File: src/ctxsp_pkg.sv
// Shared types, codes and constants of the context slot pool.
`default_nettype none
package ctxsp_pkg;

   // Table size and field widths.
   localparam int TOTAL_SLOTS_DEF = 64;
   localparam int CFG_W = 7;
   localparam int REGION_SUM_W = 9;
   localparam int SERIAL_W = 32;
   localparam int SLOT_W = 6;
   localparam int STATE_W = 2;
   localparam int ENTRY_W = STATE_W + SERIAL_W;

   localparam logic [CFG_W-1:0] DEF_REGION_SIZE = 7'd16;

   // Serials above this limit are near wrap; then all serials are shifted before comparing.
   localparam logic [SERIAL_W-1:0] NEAR_WRAP_LIMIT = 32'hFFFF_F7FF;
   localparam logic [SERIAL_W-1:0] WRAP_OFFSET = 32'd4096;

   // Slot states held in the table.
   localparam logic [STATE_W-1:0] SLOT_FREE = 2'd0;
   localparam logic [STATE_W-1:0] SLOT_ALLOC = 2'd1;
   localparam logic [STATE_W-1:0] SLOT_DATA = 2'd2;

   // Response status codes.
   localparam logic [1:0] STAT_OK = 2'd0;
   localparam logic [1:0] STAT_NONE = 2'd1;
   localparam logic [1:0] STAT_INVALID = 2'd2;

   // Region classes, which are also the configuration register indexes.
   localparam logic [1:0] CLS_SEND = 2'd0;
   localparam logic [1:0] CLS_RECV = 2'd1;
   localparam logic [1:0] CLS_WRITE = 2'd2;
   localparam logic [1:0] CLS_ACK = 2'd3;

   typedef enum logic [1:0] {
      ACT_ALLOC   = 2'd0,
      ACT_DELIVER = 2'd1,
      ACT_RELEASE = 2'd2,
      ACT_FIND    = 2'd3
   } action_type;

   typedef struct packed {
      action_type            action;
      logic [1:0]            op_class;
      logic [SLOT_W-1:0]     slot_index;
      logic [SERIAL_W-1:0]   message_serial;
   } req_payload_type;

   typedef struct packed {
      logic [1:0]            status;
      logic [SLOT_W-1:0]     found_slot;
      logic [SERIAL_W-1:0]   found_serial;
   } rsp_payload_type;

   typedef enum logic [2:0] {
      CTL_CLEAR,
      CTL_IDLE,
      CTL_DISPATCH,
      CTL_ALLOC,
      CTL_FMAX,
      CTL_FMIN,
      CTL_HOLD
   } ctl_state_type;

   typedef enum logic [2:0] {
      RES_HOLD,
      RES_INVALID,
      RES_NONE,
      RES_WRITE,
      RES_ALLOC,
      RES_FIND
   } res_sel_type;

   typedef struct packed {
      logic        capture;
      logic        clear_en;
      logic        scan_start;
      logic        scan_run;
      logic        acc_clear;
      logic        acc_max;
      logic        acc_min;
      res_sel_type res_sel;
      logic        out_load;
   } ctl_cmd_type;

   typedef struct packed {
      action_type action;
      logic       range_bad;
      logic       region_empty;
      logic       idx_bad;
      logic       hit_free;
      logic       last_data;
      logic       clear_done;
   } dp_stat_type;

endpackage
`default_nettype wire

File: src/ctxsp_ram.sv
// Generic single-write, single-read RAM with registered read data.
`default_nettype none
module ctxsp_ram #(
   parameter int WIDTH = 8,
   parameter int DEPTH = 64
) (
   input  wire logic                                 clock,
   input  wire logic                                 we,
   input  wire logic [((DEPTH > 1) ? $clog2(DEPTH) : 1)-1:0] waddr,
   input  wire logic [WIDTH-1:0]                     wdata,
   input  wire logic [((DEPTH > 1) ? $clog2(DEPTH) : 1)-1:0] raddr,
   output logic [WIDTH-1:0]                          rdata
);

   logic [WIDTH-1:0] mem_ff [DEPTH];
   logic [WIDTH-1:0] rdata_ff;

   always_ff @(posedge clock) begin
      if (we) begin
         mem_ff[waddr] <= wdata;
      end
      rdata_ff <= mem_ff[raddr];
   end

   assign rdata = rdata_ff;

endmodule
`default_nettype wire

File: src/ctxsp_ctrl.sv
// Controller state machine that sequences clearing, dispatch, scans and the response.
`default_nettype none
module ctxsp_ctrl (
   input  wire logic                  clock,
   input  wire logic                  reset,
   input  wire logic                  req_valid,
   output logic                       req_ready,
   output logic                       rsp_valid,
   input  wire logic                  rsp_ready,
   input  wire ctxsp_pkg::dp_stat_type stat,
   output ctxsp_pkg::ctl_cmd_type     cmd
);

   ctxsp_pkg::ctl_state_type state_ff, state_in;
   logic rsp_valid_ff, rsp_valid_in;
   logic out_free;

   assign out_free = !rsp_valid_ff || rsp_ready;

   always_ff @(posedge clock) begin
      if (reset) begin
         state_ff <= ctxsp_pkg::CTL_CLEAR;
         rsp_valid_ff <= 1'b0;
      end else begin
         state_ff <= state_in;
         rsp_valid_ff <= rsp_valid_in;
      end
   end

   always_comb begin
      state_in = state_ff;
      req_ready = 1'b0;
      cmd = '0;
      cmd.res_sel = ctxsp_pkg::RES_HOLD;
      unique case (state_ff)
         ctxsp_pkg::CTL_CLEAR: begin
            cmd.clear_en = 1'b1;
            if (stat.clear_done) begin
               state_in = ctxsp_pkg::CTL_IDLE;
            end
         end
         ctxsp_pkg::CTL_IDLE: begin
            req_ready = 1'b1;
            cmd.capture = req_valid;
            if (req_valid) begin
               state_in = ctxsp_pkg::CTL_DISPATCH;
            end
         end
         ctxsp_pkg::CTL_DISPATCH: begin
            state_in = ctxsp_pkg::CTL_HOLD;
            unique case (stat.action)
               ctxsp_pkg::ACT_ALLOC, ctxsp_pkg::ACT_FIND: begin
                  priority if (stat.range_bad) begin
                     cmd.res_sel = ctxsp_pkg::RES_INVALID;
                  end else if (stat.region_empty) begin
                     cmd.res_sel = ctxsp_pkg::RES_NONE;
                  end else begin
                     cmd.scan_start = 1'b1;
                     cmd.acc_clear = 1'b1;
                     state_in = (stat.action == ctxsp_pkg::ACT_ALLOC) ?
                                ctxsp_pkg::CTL_ALLOC : ctxsp_pkg::CTL_FMAX;
                  end
               end
               ctxsp_pkg::ACT_DELIVER, ctxsp_pkg::ACT_RELEASE: begin
                  cmd.res_sel = stat.idx_bad ? ctxsp_pkg::RES_INVALID : ctxsp_pkg::RES_WRITE;
               end
               default: begin
                  cmd.res_sel = ctxsp_pkg::RES_INVALID;
               end
            endcase
         end
         ctxsp_pkg::CTL_ALLOC: begin
            cmd.scan_run = 1'b1;
            priority if (stat.hit_free) begin
               cmd.res_sel = ctxsp_pkg::RES_ALLOC;
               state_in = ctxsp_pkg::CTL_HOLD;
            end else if (stat.last_data) begin
               cmd.res_sel = ctxsp_pkg::RES_NONE;
               state_in = ctxsp_pkg::CTL_HOLD;
            end
         end
         ctxsp_pkg::CTL_FMAX: begin
            cmd.acc_max = 1'b1;
            if (stat.last_data) begin
               cmd.scan_start = 1'b1;
               state_in = ctxsp_pkg::CTL_FMIN;
            end else begin
               cmd.scan_run = 1'b1;
            end
         end
         ctxsp_pkg::CTL_FMIN: begin
            cmd.scan_run = 1'b1;
            cmd.acc_min = 1'b1;
            if (stat.last_data) begin
               cmd.res_sel = ctxsp_pkg::RES_FIND;
               state_in = ctxsp_pkg::CTL_HOLD;
            end
         end
         ctxsp_pkg::CTL_HOLD: begin
            if (out_free) begin
               cmd.out_load = 1'b1;
               state_in = ctxsp_pkg::CTL_IDLE;
            end
         end
         default: begin
            state_in = ctxsp_pkg::CTL_IDLE;
         end
      endcase
   end

   always_comb begin
      priority if (cmd.out_load) begin
         rsp_valid_in = 1'b1;
      end else if (rsp_ready) begin
         rsp_valid_in = 1'b0;
      end else begin
         rsp_valid_in = rsp_valid_ff;
      end
   end

   assign rsp_valid = rsp_valid_ff;

endmodule
`default_nettype wire

File: src/ctxsp_dpath.sv
// Datapath: region registers, slot table, scan pointer, accumulators and response register.
`default_nettype none
module ctxsp_dpath #(
   parameter int TOTAL_SLOTS = ctxsp_pkg::TOTAL_SLOTS_DEF
) (
   input  wire logic                       clock,
   input  wire logic                       reset,
   input  wire logic                       csr_we,
   input  wire logic [1:0]                 csr_index,
   input  wire logic [ctxsp_pkg::CFG_W-1:0] csr_wdata,
   input  wire ctxsp_pkg::req_payload_type req_payload,
   output ctxsp_pkg::rsp_payload_type      rsp_payload,
   input  wire ctxsp_pkg::ctl_cmd_type     cmd,
   output ctxsp_pkg::dp_stat_type          stat
);

   localparam int AW = (TOTAL_SLOTS > 1) ? $clog2(TOTAL_SLOTS) : 1;
   localparam int SW = $clog2(TOTAL_SLOTS + 1);
   localparam int EW = (SW > ctxsp_pkg::REGION_SUM_W) ? SW : ctxsp_pkg::REGION_SUM_W;

   logic [ctxsp_pkg::CFG_W-1:0] size_ff [4];
   ctxsp_pkg::req_payload_type req_ff;

   logic [1:0]  cls;
   logic [EW-1:0] base, rend, idx_ext;

   logic [EW-1:0] ptr_ff, ptr_in, dptr_ff, dptr_in;
   logic dv_ff, dv_in, issue;
   logic [AW-1:0] clr_ff;

   logic ram_we;
   logic [AW-1:0] ram_waddr;
   logic [ctxsp_pkg::ENTRY_W-1:0] ram_wdata, ram_rdata;
   logic [ctxsp_pkg::STATE_W-1:0] rd_state;
   logic [ctxsp_pkg::SERIAL_W-1:0] rd_serial;
   logic rd_data;

   logic [ctxsp_pkg::SERIAL_W-1:0] top_ff, top_in, best_ff, best_in, off;
   logic have_ff, have_in, take;
   logic [ctxsp_pkg::SLOT_W-1:0] bslot_ff, bslot_in;

   logic [1:0] res_status_ff, res_status_in;
   logic [ctxsp_pkg::SLOT_W-1:0] res_slot_ff, res_slot_in;
   logic [ctxsp_pkg::SERIAL_W-1:0] res_serial_ff, res_serial_in;
   ctxsp_pkg::rsp_payload_type out_ff;

   // Region bounds for the class in use: find always works on the receive region.
   assign cls = (req_ff.action == ctxsp_pkg::ACT_FIND) ? ctxsp_pkg::CLS_RECV : req_ff.op_class;
   assign base = ((cls != ctxsp_pkg::CLS_SEND) ? EW'(size_ff[0]) : '0)
               + (((cls == ctxsp_pkg::CLS_WRITE) || (cls == ctxsp_pkg::CLS_ACK)) ?
                  EW'(size_ff[1]) : '0)
               + ((cls == ctxsp_pkg::CLS_ACK) ? EW'(size_ff[2]) : '0);
   assign rend = base + EW'(size_ff[cls]);
   assign idx_ext = EW'(req_ff.slot_index);

   always_ff @(posedge clock) begin
      if (reset) begin
         size_ff[0] <= ctxsp_pkg::DEF_REGION_SIZE;
         size_ff[1] <= ctxsp_pkg::DEF_REGION_SIZE;
         size_ff[2] <= ctxsp_pkg::DEF_REGION_SIZE;
         size_ff[3] <= ctxsp_pkg::DEF_REGION_SIZE;
      end else if (csr_we) begin
         size_ff[csr_index] <= csr_wdata;
      end
   end

   always_ff @(posedge clock) begin
      if (cmd.capture) begin
         req_ff <= req_payload;
      end
   end

   // Scan pointer: a read is issued at ptr, its data arrives in the next cycle tagged by dptr.
   assign issue = cmd.scan_run && (ptr_ff < rend);

   always_comb begin
      ptr_in = ptr_ff;
      dptr_in = dptr_ff;
      dv_in = 1'b0;
      if (cmd.scan_start) begin
         ptr_in = base;
      end else if (issue) begin
         ptr_in = ptr_ff + EW'(1);
         dptr_in = ptr_ff;
         dv_in = 1'b1;
      end
   end

   always_ff @(posedge clock) begin
      if (reset) begin
         dv_ff <= 1'b0;
         clr_ff <= '0;
      end else begin
         dv_ff <= dv_in;
         if (cmd.clear_en) begin
            clr_ff <= clr_ff + AW'(1);
         end
      end
      ptr_ff <= ptr_in;
      dptr_ff <= dptr_in;
   end

   // Slot table write port.
   always_comb begin
      ram_we = 1'b0;
      ram_waddr = clr_ff;
      ram_wdata = '0;
      priority if (cmd.clear_en) begin
         ram_we = 1'b1;
         ram_wdata = {ctxsp_pkg::SLOT_FREE, {ctxsp_pkg::SERIAL_W{1'b0}}};
      end else if (cmd.res_sel == ctxsp_pkg::RES_WRITE) begin
         ram_we = 1'b1;
         ram_waddr = idx_ext[AW-1:0];
         ram_wdata = {(req_ff.action == ctxsp_pkg::ACT_DELIVER) ?
                      ctxsp_pkg::SLOT_DATA : ctxsp_pkg::SLOT_FREE, req_ff.message_serial};
      end else if (cmd.res_sel == ctxsp_pkg::RES_ALLOC) begin
         ram_we = 1'b1;
         ram_waddr = dptr_ff[AW-1:0];
         ram_wdata = {ctxsp_pkg::SLOT_ALLOC, {ctxsp_pkg::SERIAL_W{1'b0}}};
      end else begin
         ram_we = 1'b0;
      end
   end

   ctxsp_ram #(
      .WIDTH(ctxsp_pkg::ENTRY_W),
      .DEPTH(TOTAL_SLOTS)
   ) u_table (
      .clock(clock),
      .we(ram_we),
      .waddr(ram_waddr),
      .wdata(ram_wdata),
      .raddr(ptr_ff[AW-1:0]),
      .rdata(ram_rdata)
   );

   assign rd_state = ram_rdata[ctxsp_pkg::ENTRY_W-1:ctxsp_pkg::SERIAL_W];
   assign rd_serial = ram_rdata[ctxsp_pkg::SERIAL_W-1:0];
   assign rd_data = dv_ff && (rd_state == ctxsp_pkg::SLOT_DATA);

   // Two-pass oldest search: first the largest serial, then the smallest after the offset.
   assign off = (top_ff > ctxsp_pkg::NEAR_WRAP_LIMIT) ? ctxsp_pkg::WRAP_OFFSET : '0;
   assign take = cmd.acc_min && rd_data &&
                 (!have_ff || ((rd_serial - off) < (best_ff - off)));

   always_comb begin
      top_in = top_ff;
      have_in = have_ff;
      best_in = best_ff;
      bslot_in = bslot_ff;
      if (cmd.acc_clear) begin
         top_in = '0;
         have_in = 1'b0;
      end else begin
         if (cmd.acc_max && rd_data && (rd_serial > top_ff)) begin
            top_in = rd_serial;
         end
         if (take) begin
            have_in = 1'b1;
            best_in = rd_serial;
            bslot_in = dptr_ff[ctxsp_pkg::SLOT_W-1:0];
         end
      end
   end

   always_ff @(posedge clock) begin
      if (reset) begin
         have_ff <= 1'b0;
      end else begin
         have_ff <= have_in;
      end
      top_ff <= top_in;
      best_ff <= best_in;
      bslot_ff <= bslot_in;
   end

   always_comb begin
      res_status_in = res_status_ff;
      res_slot_in = res_slot_ff;
      res_serial_in = res_serial_ff;
      unique case (cmd.res_sel)
         ctxsp_pkg::RES_HOLD: begin
         end
         ctxsp_pkg::RES_INVALID: begin
            res_status_in = ctxsp_pkg::STAT_INVALID;
            res_slot_in = '0;
            res_serial_in = '0;
         end
         ctxsp_pkg::RES_NONE: begin
            res_status_in = ctxsp_pkg::STAT_NONE;
            res_slot_in = '0;
            res_serial_in = '0;
         end
         ctxsp_pkg::RES_WRITE: begin
            res_status_in = ctxsp_pkg::STAT_OK;
            res_slot_in = req_ff.slot_index;
            res_serial_in = '0;
         end
         ctxsp_pkg::RES_ALLOC: begin
            res_status_in = ctxsp_pkg::STAT_OK;
            res_slot_in = dptr_ff[ctxsp_pkg::SLOT_W-1:0];
            res_serial_in = '0;
         end
         ctxsp_pkg::RES_FIND: begin
            res_status_in = have_in ? ctxsp_pkg::STAT_OK : ctxsp_pkg::STAT_NONE;
            res_slot_in = have_in ? bslot_in : '0;
            res_serial_in = have_in ? best_in : '0;
         end
         default: begin
         end
      endcase
   end

   always_ff @(posedge clock) begin
      res_status_ff <= res_status_in;
      res_slot_ff <= res_slot_in;
      res_serial_ff <= res_serial_in;
      if (cmd.out_load) begin
         out_ff.status <= res_status_ff;
         out_ff.found_slot <= res_slot_ff;
         out_ff.found_serial <= res_serial_ff;
      end
   end

   assign rsp_payload = out_ff;

   assign stat.action = req_ff.action;
   assign stat.range_bad = rend > EW'(TOTAL_SLOTS);
   assign stat.region_empty = (size_ff[cls] == '0);
   assign stat.idx_bad = idx_ext >= EW'(TOTAL_SLOTS);
   assign stat.hit_free = dv_ff && (rd_state == ctxsp_pkg::SLOT_FREE);
   assign stat.last_data = dv_ff && ((dptr_ff + EW'(1)) == rend);
   assign stat.clear_done = (clr_ff == AW'(TOTAL_SLOTS - 1));

endmodule
`default_nettype wire

File: src/context_slot_pool_unit.sv
// Top level of the context slot pool: controller, datapath and checks.
// Deliver, release and rejected requests answer without a scan of the slot table.
// Allocate scans its region of n slots once and find-oldest scans its region twice, in passes
// that read the slot table one entry per cycle through its read port.
// One request is in work at a time; the next beat is taken once the response is registered.
// Reset: sizes return to 16 and a clearing pass frees every slot.
`default_nettype none
module context_slot_pool_unit #(
   parameter int TOTAL_SLOTS = ctxsp_pkg::TOTAL_SLOTS_DEF
) (
   input  wire logic                       clock,
   input  wire logic                       reset,
   input  wire logic                       req_valid,
   output logic                            req_ready,
   input  wire ctxsp_pkg::req_payload_type req_payload,
   output logic                            rsp_valid,
   input  wire logic                       rsp_ready,
   output ctxsp_pkg::rsp_payload_type      rsp_payload,
   input  wire logic                       csr_we,
   input  wire logic [1:0]                 csr_index,
   input  wire logic [ctxsp_pkg::CFG_W-1:0] csr_wdata
);

   // The controller issues commands each cycle; the datapath answers with status flags.
   ctxsp_pkg::ctl_cmd_type cmd;
   ctxsp_pkg::dp_stat_type stat;

   // The controller owns the handshakes and the sequence of each request.
   ctxsp_ctrl u_ctrl (
      .clock(clock),
      .reset(reset),
      .req_valid(req_valid),
      .req_ready(req_ready),
      .rsp_valid(rsp_valid),
      .rsp_ready(rsp_ready),
      .stat(stat),
      .cmd(cmd)
   );

   // The datapath holds the region sizes, the slot table and the response register.
   ctxsp_dpath #(
      .TOTAL_SLOTS(TOTAL_SLOTS)
   ) u_dpath (
      .clock(clock),
      .reset(reset),
      .csr_we(csr_we),
      .csr_index(csr_index),
      .csr_wdata(csr_wdata),
      .req_payload(req_payload),
      .rsp_payload(rsp_payload),
      .cmd(cmd),
      .stat(stat)
   );

   // A finished response is only moved to the output when the output register is free.
   assert property (@(posedge clock) disable iff (reset)
      cmd.out_load |-> (!rsp_valid || rsp_ready))
      else $error("response loaded over an untaken beat");

   // Only one request is in work: the cycle after a request beat, no other is taken.
   assert property (@(posedge clock) disable iff (reset)
      (req_valid && req_ready) |=> !req_ready)
      else $error("second request taken while one is in work");

   // A failed request carries no slot and no serial.
   assert property (@(posedge clock) disable iff (reset)
      (rsp_valid && (rsp_payload.status != ctxsp_pkg::STAT_OK)) |->
      ((rsp_payload.found_slot == '0) && (rsp_payload.found_serial == '0)))
      else $error("failed response with nonzero slot or serial");

   // A scan is never restarted and advanced in the same cycle.
   assert property (@(posedge clock) disable iff (reset)
      !(cmd.scan_start && cmd.scan_run))
      else $error("scan pointer restarted while advancing");

endmodule
`default_nettype wire

File: config.mk
export PLATFORM = sky130hd
export DESIGN_NAME = context_slot_pool_unit
export DESIGN_NICKNAME = d
export VERILOG_FILES = /design/src/ctxsp_pkg.sv /design/src/ctxsp_ram.sv /design/src/ctxsp_ctrl.sv /design/src/ctxsp_dpath.sv /design/src/context_slot_pool_unit.sv
export SDC_FILE = /design/constraint.sdc
export NUM_CORES = 2
export LEC_CHECK = 0
export ABC_AREA = 1
export CAP_MARGIN = 20
export CORE_MARGIN = 2
export CORE_UTILIZATION = 30
export CTS_CLUSTER_DIAMETER = 50
export DETAILED_ROUTE_END_ITERATION = 12
export DONT_BUFFER_PORTS = 1
export PLACE_DENSITY_LB_ADDON = 0.15
export SLEW_MARGIN = 25
export SYNTH_ARGS = -nofsm -noshare
export SYNTH_HDL_FRONTEND = slang
export SYNTH_HIERARCHICAL = 1
export SYNTH_SLANG_ARGS = --single-unit
File: constraint.sdc
create_clock -name clock -period 11 [get_ports clock]
set_input_delay 2.2 -clock clock [delete_from_list [all_inputs] [get_ports clock]]
set_output_delay 2.2 -clock clock [all_outputs]
set_load 0.01 [all_outputs]
==> impl_metrics.tcl <==
set metrics [dict create \
    synth.distinct_cells 57 \
    drt_iter0_drc 6168 \
    slew_viol_final 0 \
    avgRoutedWirePerCell_um 24.66 \
    setup_viol 0 \
    synth_edf_count 2344 \
    cts.clk_slew.worst_paths_ns 0.06 \
    final_cell_mix "nand2_1 (2,646), edfxtp_1 (2,344), nand3_1 (2,111)" \
    first_pass_iters 6 \
    clk_latency_ns 0.93 \
    cp-start-kind "flip-flop" \
    nets 8895 \
    grtUsageMet1_pct 26.63 \
    hold_violations 0 \
    hpwl_um 189400 \
    fin_worst_skew_ns 0.05785 \
    synth.area.top_cells "edfxtp_1 (69%), nand3_1 (10%), nand2_1 (9.8%)" \
    grt_pass1_wl_um 479800 \
    grtUsageMet3_pct 2.646 \
    drc 0 \
    overflow 0 \
    cp_common_cell "nand2_1" \
    ys.flop_type "edfxtp_1" \
    gp_congestion 0.8262 \
    min_path_type "flip-flop to flip-flop" \
    tns_ns 0 \
    fmax_mhz 104.2 \
    critical_path_class "flip-flop to flip-flop" \
    worstSetupEndpointType "flip-flop" \
    fillCellCount 33047 \
    antenna_found_initial 21 \
    cts_max_level 5 \
    avgSynthCellArea_um2 11.63 \
    root_buffer "clkbuf_16" \
    yosysTopAreaCellShare_pct 69.39 \
    maxCapViolations 0 \
    period_minus_slack_ns 9.596 \
    arrival_ns 10.16 \
    drive_above_1_share_pct 9.371 \
    final_common_cell "nand2_1" \
    crit_fanout 19 \
    ys_seq_area_share_pct 71.68 \
    vias 67228 \
    post_cts_resized 0 \
    clock_path_buffers 4 \
    die_w_um 585.5 \
    gr-usage-all-layers_pct 19.08 \
    std_cell_rows 213 \
    met2_usage_pct 30.87 \
    initial_core_util_pct 30.14 \
    synthesis.nets 8878 \
    utilization_pct 34.95 \
    ys_ff_latch 2460 \
    crit_required_ns 11.57 \
    portBuffers 0 \
    ir_drop_v 0.0001297 \
    dieArea_mm2 0.3428 \
    period_share_pct 87.24 \
    via_per_inst 4.977 \
    final_antenna_net_count 0 \
    tightestPinTransition_ns 1.093 \
    cts_tree "yes" \
    synth_largest_area_cell "edfxtp_1" \
    core_region_area_mm2 0.3366 \
    busiest_layer "met2" \
    cts_buffers 316 \
    io_pins 98 \
    synthesis.area_mm2 0.1014 \
    grt_max_degree 172 \
    pwr_density_cell_mw_per_mm2 180.3 \
    crit_slowest_cell "nor2_1" \
    relSlewSlack_pct 27.16 \
    hold_buffers 0 \
    rsz0062_at_grt "no" \
    max_stage_delay_ns 0.68 \
    leakagePower_nw 41.09 \
    grt_pass1_vias 65788 \
    yosysWarnings 6 \
    status "finished, final reports clean" \
    cts_setup_buffers 0 \
    netlist_instances 8721 \
    die-height_um 585.5 \
    cts_sinks 2460 \
    synthArstFlopShare_pct 0 \
    area_growth_pct 15.97 \
    totalWireLength_um 333000 \
]
-- synth_stat cells, drive strengths merged (7+ instances only) --
cell / count
o21ai: 79
fa: 9
o22ai: 12
clkbuf: 111
a21oi: 88
nor2: 240
nand2: 2660
ha: 92
nor3: 21
buf: 403
and2: 7
nand4: 27
nand3: 2114
dfxtp: 116
nor4: 18
edfxtp: 2344
inv: 292
xor2: 44
-- final timing paths --
kind / from / endpoint / slack (ns) / cells past startpoint
worst max-delay path: u_dpath/stat[7]$_DFFE_PP_ / u_dpath/u_table/mem_ff[8][21]$_DFFE_PP_ / 1.40 / 41
worst min register to register: u_dpath/res_serial_ff[17]$_SDFFCE_PN0P_ / u_dpath/rsp_payload[17]$_DFFE_PP_ / 0.42 / 0
worst min-delay path: u_dpath/res_serial_ff[17]$_SDFFCE_PN0P_ / u_dpath/rsp_payload[17]$_DFFE_PP_ / 0.42 / 0
worst max register to register: u_dpath/stat[7]$_DFFE_PP_ / u_dpath/u_table/mem_ff[8][21]$_DFFE_PP_ / 1.40 / 41
-- metal layers --
| metal | up-vias | wire length (um) |
|---|---|---|
| met5 | - | 8 |
| li1 | 30735 | - |
| met1 | 33983 | 149000 |
| met3 | 426 | 19380 |
| met4 | 2 | 8997 |
| met2 | 2082 | 155700 |
-- flip-flops by register name (all words and copies together), names as in the netlist, 6 cells and up --
register,flops
u_dpath/u_table/mem_ff,2176
u_dpath/rsp_payload,40
u_dpath/req_ff,34
u_dpath/u_table/rdata,34
u_dpath/best_ff,32
u_dpath/res_serial_ff,32
u_dpath/top_ff,32
u_dpath/size_ff,28
u_dpath/dptr_ff,9
u_dpath/ptr_ff,9
u_dpath/bslot_ff,6
u_dpath/clr_ff,6
u_dpath/idx_ext,6
u_dpath/res_slot_ff,6
-- critical path: cells and delay by family, from the launching register on --
kind                     cells  cell delay [ns]
buffers and inverters       13             2.15
XOR/XNOR                     1             0.19
adder cells (fa/ha/maj)      4             1.48
AND/OR/NAND/NOR             18             4.02
AO/OA/AOI/OAI                5             0.95
flip-flops                   1             0.42
-- per-stage QoR --
stage          power (mW)  hold WS [ns]  cell area [um^2]  setup slack, ns  instances
2_1_floorplan       10.86        0.4003            101400            1.450       8721
3_3_place_gp        11.10        0.4011            107000            1.521      12925
3_5_place_dp        11.10        0.4052            107200            1.425      12933
4_1_cts             21.46        0.4201            117600            1.428      13498
5_1_grt             21.88        0.4305            117600           0.6065      13501
6_report            21.21        0.4182            117600            1.404      13508
-- cells by family (layout without fill, tap and decap cells) --
family	after synthesis	count (layout)	synth area share, %
other	1	9	0.003697
XOR/XNOR	50	50	0.4317
adder cells (fa/ha/maj)	101	101	1.312
flip-flops	2460	2460	71.68
AND/OR/NAND/NOR	5094	5094	21.76
buffers and inverters	810	1074	3.709
AO/OA/AOI/OAI	205	205	1.108
-- layout make-up --
| type | instances | area, um^2 | share of cell area [%] |
|---|---|---|---|
| Antenna cell | 8 | 20.02 | 0.01702 |
| Clock buffer | 367 | 8140 | 6.919 |
| Clock inverter | 198 | 2273 | 1.932 |
| Inverter | 296 | 1150 | 0.9774 |
| Multi-Input combinational cell | 5451 | 25730 | 21.87 |
| Sequential cell | 2460 | 72710 | 61.80 |
| Tap cell | 4515 | 5649 | 4.802 |
| Timing Repair Buffer | 213 | 1972 | 1.676 |
-- where the power goes --
group          internal (mW)  total [mW]  leakage, nW  switching [mW]
Sequential              10.3        10.3         19.2          0.0488
Combinational          0.141       0.555         16.8           0.414
Clock                   6.11        10.3         5.00            4.20
Total                   16.6        21.2         41.1            4.66
(Power assumes the default switching activity.)
